<file path="config.mk">
export PLATFORM = sky130hd
export DESIGN_NAME = btree_node_insert_split_unit
export DESIGN_NICKNAME = d
export VERILOG_FILES = /design/src/rtl/core/bnis_pkg.sv /design/src/rtl/core/bnis_mem.sv /design/src/rtl/core/btree_node_insert_split_unit.sv
export SDC_FILE = /design/constraint.sdc
export NUM_CORES = 2
export LEC_CHECK = 0
export ABC_AREA = 1
export BUFFER_PORTS_ARGS = -buffer_cell sky130_fd_sc_hd__buf_2
export CAP_MARGIN = 25
export CORE_ASPECT_RATIO = 0.75
export CORE_MARGIN = 2
export CORE_UTILIZATION = 35
export CTS_CLUSTER_DIAMETER = 30
export DETAILED_ROUTE_END_ITERATION = 10
export PLACE_DENSITY = 0.54
export SLEW_MARGIN = 25
export SYNTH_ARGS = -nofsm -noshare
export SYNTH_HDL_FRONTEND = slang
export SYNTH_HIERARCHICAL = 1
export SYNTH_SLANG_ARGS = --single-unit
</file>
<file path="constraint.sdc">
create_clock -name aclk -period 13.6 [get_ports aclk]
set_input_delay 3.4 -clock aclk [delete_from_list [all_inputs] [get_ports aclk]]
set_output_delay 3.4 -clock aclk [all_outputs]
set_load 0.05 [all_outputs]
</file>
<file path="src/rtl/core/bnis_pkg.sv">
// Shared types and codes for the B+ tree internal node insert/split unit.
// Request and result structs, command and status codes, controller states.
// No dependencies.
package bnis_pkg;

    localparam int KeyWidth   = 32;
    localparam int ChildWidth = 32;

    typedef enum logic [1:0] {
        CMD_INSERT = 2'd0,
        CMD_SPLIT  = 2'd1,
        CMD_INIT   = 2'd2
    } cmd_t;

    typedef enum logic [1:0] {
        STATUS_OK     = 2'd0,
        STATUS_FULL   = 2'd1,
        STATUS_REJECT = 2'd2
    } status_t;

    typedef enum logic [2:0] {
        ST_IDLE,
        ST_INS_CMP,
        ST_INS_PUT,
        ST_SPL_RD,
        ST_SPL_CAP,
        ST_RESP
    } state_t;

    typedef struct packed {
        logic [1:0]                   cmd;
        logic signed [KeyWidth-1:0]   key;
        logic [ChildWidth-1:0]        child;
    } in_t;

    typedef struct packed {
        logic [1:0]                   status;
        logic signed [KeyWidth-1:0]   key_res;
        logic [ChildWidth-1:0]        child_res;
        logic                         last;
    } out_t;

endpackage

</file>
<file path="src/rtl/core/bnis_mem.sv">
// Simple dual-port synchronous RAM, one write and one registered read port.
// Used for the key and child stores. No package dependency.
module bnis_mem #(
    parameter int WIDTH = 32,
    parameter int DEPTH = 32
) (
    input  logic                     aclk,
    input  logic                     we,
    input  logic [$clog2(DEPTH)-1:0] waddr,
    input  logic [WIDTH-1:0]         wdata,
    input  logic                     re,
    input  logic [$clog2(DEPTH)-1:0] raddr,
    output logic [WIDTH-1:0]         rdata
);

    logic [WIDTH-1:0] mem [DEPTH];

    always_ff @(posedge aclk) begin
        if (we) begin
            mem[waddr] <= wdata;
        end
    end

    always_ff @(posedge aclk) begin
        if (re) begin
            rdata <= mem[raddr];
        end
    end

endmodule

</file>
<file path="src/rtl/core/btree_node_insert_split_unit.sv">
// Top level of the B+ tree internal node insert/split unit.
// Depends on bnis_pkg and bnis_mem (key store and child store).
//
// Usage: requests arrive on s_valid/s_ready/s_data, results leave on
// m_valid/m_ready/m_data, every result carries last on its final item.
// init writes the leftmost child and empties the node. insert searches from
// the top key down, moving one key and one child up per cycle until its
// slot is found; the pace is set by the single read and write port of each
// store. split streams the upper n - n/2 entries, each one read from the
// stores once the result register is free, then loaded into it.
// One request is worked on at a time; s_ready is high whenever the
// controller is idle, also while an earlier result waits in the output
// register. A stalled receiver holds the result register; a pending
// result or split item waits for it to drain. Reset clears the key count,
// the controller and the output valid; store contents are undefined until
// written, so a node must be initialized before use.
module btree_node_insert_split_unit #(
    parameter int CAPACITY = 32
) (
    input  logic             aclk,
    input  logic             aresetn,
    input  logic             s_valid,
    output logic             s_ready,
    input  bnis_pkg::in_t    s_data,
    output logic             m_valid,
    input  logic             m_ready,
    output bnis_pkg::out_t   m_data
);

    localparam int AW_K = $clog2(CAPACITY);
    localparam int AW_C = $clog2(CAPACITY + 1);
    localparam int NW   = $clog2(CAPACITY + 1);

    bnis_pkg::state_t state_reg, state_next;
    bnis_pkg::in_t    req_reg, req_next;
    logic [NW-1:0]    count_reg, count_next;
    logic [AW_K-1:0]  idx_reg, idx_next;
    logic [NW-1:0]    ptr_reg, ptr_next;
    logic [NW-1:0]    end_reg, end_next;
    logic [1:0]       resp_reg, resp_next;
    logic             out_valid_reg;
    bnis_pkg::out_t   out_reg;

    logic                              key_we, key_re;
    logic [AW_K-1:0]                   key_waddr, key_raddr;
    logic [bnis_pkg::KeyWidth-1:0]     key_wdata, key_rdata;
    logic                              child_we, child_re;
    logic [AW_C-1:0]                   child_waddr, child_raddr;
    logic [bnis_pkg::ChildWidth-1:0]   child_wdata, child_rdata;

    logic           accept;
    logic           out_free;
    logic           key_less;
    logic           spl_last;
    logic           out_load;
    bnis_pkg::out_t out_load_data;

    bnis_mem #(
        .WIDTH (bnis_pkg::KeyWidth),
        .DEPTH (CAPACITY)
    ) u_key_mem (
        .aclk  (aclk),
        .we    (key_we),
        .waddr (key_waddr),
        .wdata (key_wdata),
        .re    (key_re),
        .raddr (key_raddr),
        .rdata (key_rdata)
    );

    bnis_mem #(
        .WIDTH (bnis_pkg::ChildWidth),
        .DEPTH (CAPACITY + 1)
    ) u_child_mem (
        .aclk  (aclk),
        .we    (child_we),
        .waddr (child_waddr),
        .wdata (child_wdata),
        .re    (child_re),
        .raddr (child_raddr),
        .rdata (child_rdata)
    );

    assign s_ready  = (state_reg == bnis_pkg::ST_IDLE);
    assign accept   = s_valid && s_ready;
    assign out_free = !out_valid_reg || m_ready;
    assign key_less = $signed(req_reg.key) < $signed(key_rdata);
    assign spl_last = (ptr_reg + NW'(1)) == end_reg;
    assign m_valid  = out_valid_reg;
    assign m_data   = out_reg;

    // next state
    always_comb begin
        state_next = state_reg;
        unique case (state_reg)
            bnis_pkg::ST_IDLE: begin
                if (s_valid) begin
                    case (s_data.cmd)
                        bnis_pkg::CMD_INSERT: begin
                            if (count_reg >= NW'(CAPACITY)) begin
                                state_next = bnis_pkg::ST_RESP;
                            end else if (count_reg == '0) begin
                                state_next = bnis_pkg::ST_INS_PUT;
                            end else begin
                                state_next = bnis_pkg::ST_INS_CMP;
                            end
                        end
                        bnis_pkg::CMD_SPLIT: begin
                            if (count_reg == '0) begin
                                state_next = bnis_pkg::ST_RESP;
                            end else begin
                                state_next = bnis_pkg::ST_SPL_RD;
                            end
                        end
                        default: state_next = bnis_pkg::ST_RESP;
                    endcase
                end
            end
            bnis_pkg::ST_INS_CMP: begin
                if (!key_less) begin
                    state_next = bnis_pkg::ST_RESP;
                end else if (idx_reg == '0) begin
                    state_next = bnis_pkg::ST_INS_PUT;
                end
            end
            bnis_pkg::ST_INS_PUT: state_next = bnis_pkg::ST_RESP;
            bnis_pkg::ST_SPL_RD: begin
                if (out_free) begin
                    state_next = bnis_pkg::ST_SPL_CAP;
                end
            end
            bnis_pkg::ST_SPL_CAP: begin
                state_next = spl_last ? bnis_pkg::ST_IDLE : bnis_pkg::ST_SPL_RD;
            end
            bnis_pkg::ST_RESP: begin
                if (out_free) begin
                    state_next = bnis_pkg::ST_IDLE;
                end
            end
            default: state_next = bnis_pkg::ST_IDLE;
        endcase
    end

    // store accesses and datapath
    always_comb begin
        key_we        = 1'b0;
        key_waddr     = '0;
        key_wdata     = '0;
        key_re        = 1'b0;
        key_raddr     = '0;
        child_we      = 1'b0;
        child_waddr   = '0;
        child_wdata   = '0;
        child_re      = 1'b0;
        child_raddr   = '0;
        req_next      = req_reg;
        count_next    = count_reg;
        idx_next      = idx_reg;
        ptr_next      = ptr_reg;
        end_next      = end_reg;
        resp_next     = resp_reg;
        out_load      = 1'b0;
        out_load_data = '0;
        unique case (state_reg)
            bnis_pkg::ST_IDLE: begin
                if (accept) begin
                    req_next  = s_data;
                    resp_next = bnis_pkg::STATUS_REJECT;
                    case (s_data.cmd)
                        bnis_pkg::CMD_INSERT: begin
                            if (count_reg < NW'(CAPACITY) && count_reg != '0) begin
                                // start at the top key, child right of it
                                key_re      = 1'b1;
                                key_raddr   = AW_K'(count_reg - NW'(1));
                                child_re    = 1'b1;
                                child_raddr = AW_C'(count_reg);
                                idx_next    = AW_K'(count_reg - NW'(1));
                            end
                        end
                        bnis_pkg::CMD_SPLIT: begin
                            if (count_reg != '0) begin
                                ptr_next   = count_reg >> 1;
                                end_next   = count_reg;
                                count_next = count_reg >> 1;
                            end
                        end
                        bnis_pkg::CMD_INIT: begin
                            child_we    = 1'b1;
                            child_waddr = '0;
                            child_wdata = s_data.child;
                            count_next  = '0;
                            resp_next   = bnis_pkg::STATUS_OK;
                        end
                        default: ;
                    endcase
                end
            end
            bnis_pkg::ST_INS_CMP: begin
                key_we      = 1'b1;
                key_waddr   = idx_reg + AW_K'(1);
                child_we    = 1'b1;
                child_waddr = AW_C'(idx_reg) + AW_C'(2);
                if (key_less) begin
                    // move entry up one slot, then look one lower
                    key_wdata   = key_rdata;
                    child_wdata = child_rdata;
                    if (idx_reg != '0) begin
                        key_re      = 1'b1;
                        key_raddr   = idx_reg - AW_K'(1);
                        child_re    = 1'b1;
                        child_raddr = AW_C'(idx_reg);
                        idx_next    = idx_reg - AW_K'(1);
                    end
                end else begin
                    key_wdata   = req_reg.key;
                    child_wdata = req_reg.child;
                    count_next  = count_reg + NW'(1);
                    resp_next   = (count_reg == NW'(CAPACITY - 1)) ?
                                  bnis_pkg::STATUS_FULL : bnis_pkg::STATUS_OK;
                end
            end
            bnis_pkg::ST_INS_PUT: begin
                key_we      = 1'b1;
                key_waddr   = '0;
                key_wdata   = req_reg.key;
                child_we    = 1'b1;
                child_waddr = AW_C'(1);
                child_wdata = req_reg.child;
                count_next  = count_reg + NW'(1);
                resp_next   = (count_reg == NW'(CAPACITY - 1)) ?
                              bnis_pkg::STATUS_FULL : bnis_pkg::STATUS_OK;
            end
            bnis_pkg::ST_SPL_RD: begin
                if (out_free) begin
                    key_re      = 1'b1;
                    key_raddr   = AW_K'(ptr_reg);
                    child_re    = 1'b1;
                    child_raddr = AW_C'(ptr_reg + NW'(1));
                end
            end
            bnis_pkg::ST_SPL_CAP: begin
                out_load                = 1'b1;
                out_load_data.status    = bnis_pkg::STATUS_OK;
                out_load_data.key_res   = key_rdata;
                out_load_data.child_res = child_rdata;
                out_load_data.last      = spl_last;
                ptr_next                = ptr_reg + NW'(1);
            end
            bnis_pkg::ST_RESP: begin
                if (out_free) begin
                    out_load             = 1'b1;
                    out_load_data.status = resp_reg;
                    out_load_data.last   = 1'b1;
                end
            end
            default: ;
        endcase
    end

    always_ff @(posedge aclk) begin
        if (!aresetn) begin
            state_reg     <= bnis_pkg::ST_IDLE;
            count_reg     <= '0;
            out_valid_reg <= 1'b0;
        end else begin
            state_reg <= state_next;
            count_reg <= count_next;
            if (out_load) begin
                out_valid_reg <= 1'b1;
            end else if (m_ready) begin
                out_valid_reg <= 1'b0;
            end
        end
    end

    always_ff @(posedge aclk) begin
        req_reg  <= req_next;
        idx_reg  <= idx_next;
        ptr_reg  <= ptr_next;
        end_reg  <= end_next;
        resp_reg <= resp_next;
        if (out_load) begin
            out_reg <= out_load_data;
        end
    end

    // a result is only loaded when the output register is free or drains
    a_out_no_overwrite: assert property (@(posedge aclk) disable iff (!aresetn)
        out_load |-> (!out_valid_reg || m_ready))
        else $error("result register overwritten");

    a_count_range: assert property (@(posedge aclk) disable iff (!aresetn)
        count_reg <= NW'(CAPACITY))
        else $error("key count above capacity");

    // no same-cycle read and write of one entry during the shift
    a_key_no_rw_clash: assert property (@(posedge aclk) disable iff (!aresetn)
        (key_we && key_re) |-> (key_waddr != key_raddr))
        else $error("key store read/write clash");

    a_child_no_rw_clash: assert property (@(posedge aclk) disable iff (!aresetn)
        (child_we && child_re) |-> (child_waddr != child_raddr))
        else $error("child store read/write clash");

    a_accept_leaves_idle: assert property (@(posedge aclk) disable iff (!aresetn)
        accept |=> (state_reg != bnis_pkg::ST_IDLE))
        else $error("request accepted without work");

endmodule

</file>
==> metrics.cfg <==
[clock_network]
cts.sinks=2304
clk_path_buf_depth=4
cts_htree_levels=5
clock_latency_ns=0.93
cts_setup_buffers=0
cts_root_buffer=clkbuf_16
cts_tree=done
numCtsBuffers=451
post_cts_resize_count=0
clk_pin_slew_ns=0.05
postCtsHoldBufs=0

[min_path]
holdPathStages=2
hp-class=reg2reg

[setup_path]
crit_type=in2reg
cp_max_fo=265
startpoint_type=input port
reg2regPathDepth=22
arrival_ns=8.96
crit_path_end_kind=flip-flop
cp.required_ns=14.23
reg2reg_slack_ns=6.06

[pwr]
powerDensity_nw_per_um2=259
p_total_mw=29.7
vdd_drop_max_v=0.000192
p_leak_nw=42.1

[place]
gp_congestion=0.804
dpl.hpwl_mm=140
io_buffers=138

[sta]
finalSetupViolations=0
tightest_slew_ns=1.14
slew_viol_final=0
max_freq_mhz=120
hold_viol=0
rsz0062_at_grt=no
post-route-min-period_ns=8.33
skew_ns=0.0885
post-route-period-util_pct=61.2
tns_ns=0
max_slew_margin_pct=24.0

[synthesis]
synth_xor_area_share_pct=0.0830
synth_top_area_cell=edfxtp_1
syn_avg_cell_area_um2=11.9
synth_edf_count=2294
synth_nets=8106
synth.yosys.seq_area_share_pct=72.7
synthFlopType=edfxtp_1
synth_cells=7996
synth_compound_area_share_pct=1.00
synth.area.top_cells=edfxtp_1 (73%), nand2_1 (12%), nand3_1 (8.8%)
synth_cell_type_count=36
ys_ff_latch=2304
synth_area_um2=95000
async_reset_ff_share_pct=0
synth_top_family_by_area=simple AND/OR/NAND/NOR gates
yosys_warnings=6
post_synth_fa_ha_maj_area_fraction_pct=0.527
synthSimpleGateAreaFrac_pct=21.6
synth_top_area_share_pct=72.5
synthMuxAreaShare_pct=0

[global_routing]
grt_overflow=0
grt_pass1_vias=61063
antenna_found_initial=10
grt.total_usage_pct=21.1
grt_start_max_net_pins=266
grt_pass1_wl_mm=426

[cells_and_area]
n_fill_cell=24813
seqCellArea_um2=69100
regMostFlops=u_child_mem/mem
area_delta_synth_final_pct=20.7
final_nets=8372
multiInputGateArea_um2=23100
final_cell_mix=nand2_1 (2982), edfxtp_1 (2294), nand3_1 (1671)
drive_gt1_share_pct=13.3
largest_register_ffs=1056
mostFrequentLayoutCell=nand2_1

[drt]
routedWlPerCell_um=24.3
vias=64299
wirelength_mm=297
drt_iter0_markers=7467
postRouteAntennaNets=0
viasPerCell=5.26
dr.pass1.iters=8
drc=0

[floorplan]
start_util_pct=35.2
fp.dieH_um=455
pin_count=139
fp.dieW_um=605
coreArea_um2=270000
die_area_um2=276000
core.rowCount=165

[run_status]
outcome=completed

[run]
maxCapViolCount=0

## critical path, stage by stage
cell       delay (ns)
buf_2            0.11
nor2_1           0.56
inv_1            0.17
nor2_1           0.22
nand3_1          0.65
o221ai_4         0.52
buf_12           0.69
clkinv_16        0.65
buf_4            0.77
nand2_1          0.15
nand3_1          0.08
nand3_1          0.14
nand2_1          0.07
nand2_1          0.06
nand2_1          0.06
nand2_1          0.05
nand2_1          0.13
## report_power, final
| group | switching [mW] | internal, mW | total, mW |
|---|---|---|---|
| combinational | 6.67 | 1.96 | 8.63 |
| sequential | 0.202 | 9.88 | 10.1 |
| clock | 3.71 | 7.30 | 11.0 |
| total | 10.6 | 19.1 | 29.7 |
## metal layers
layer | GRT usage, % | wire length (µm) | up-vias
li1 | - | - | 28677
met1 | 29.9 | 128000 | 32129
met2 | 33.0 | 134000 | 2985
met3 | 3.97 | 26900 | 508
met4 | 6.17 | 7900 | 0
met5 | 0 | 0 | -
## final cells by class
class,instances,share of cell area (%)
diodes,4,0.00873
inverters,160,0.591
clock inverters,322,3.18
multi-input cells,5060,20.2
well taps,3590,3.92
clock buffers,509,10.1
repair buffers,285,1.72
flip-flops and latches,2304,60.3
## path summary, 6_finish.rpt
check | to | from
worst max register to register | u_child_mem/rdata[31] | u_key_mem/rdata[31]
worst min register to register | u_child_mem/rdata[25] | u_child_mem/mem[32][25]
worst min-delay path | u_child_mem/rdata[25] | u_child_mem/mem[32][25]
worst max-delay path | u_key_mem/rdata[31] | s_data[65]
## cells by family after synthesis
| logic type | count (synthesis) |
|---|---|
| DFF | 2304 |
| AOI/OAI and AO/OA | 134 |
| xor gates and xnor gates | 9 |
| and+or+nand+nor | 4877 |
| adders and majority gates | 40 |
| buffers and inverters | 632 |
## cell usage after synthesis, types with 4 or more instances
| cell type | number |
|---|---|
| xor2_1 | 4 |
| buf_1 | 28 |
| o211ai_1 | 4 |
| xnor2_1 | 5 |
| nor2_1 | 188 |
| clkbuf_1 | 62 |
| nand2_1 | 2983 |
| buf_4 | 43 |
| o221ai_1 | 9 |
| o21ai_0 | 57 |
| buf_6 | 135 |
| buf_8 | 5 |
| nor3_1 | 17 |
| dfxtp_1 | 10 |
| inv_2 | 5 |
| ha_1 | 40 |
| edfxtp_1 | 2294 |
| buf_2 | 199 |
| nand4_1 | 4 |
| inv_1 | 153 |
| a21oi_1 | 25 |
| o211ai_2 | 29 |
| nand3_1 | 1672 |
## metrics by stage
| stage | instances | setup slack (ns) | util (%) | cell area, µm² | hold WS (ns) |
|---|---|---|---|---|---|
| finish | 12234 | 5.27 | 42.5 | 115000 | 0.486 |
| global route | 12233 | 5.12 | 42.5 | 115000 | 0.516 |
| CTS | 12228 | 5.75 | 42.5 | 114000 | 0.487 |
| global placement | 11392 | 4.98 | 36.7 | 98900 | 0.496 |
| floorplan | 7996 | 4.63 | - | 95000 | 0.406 |
| detailed placement | 11397 | 4.87 | 36.8 | 99200 | 0.499 |
Power figures use the tool's default switching activity.
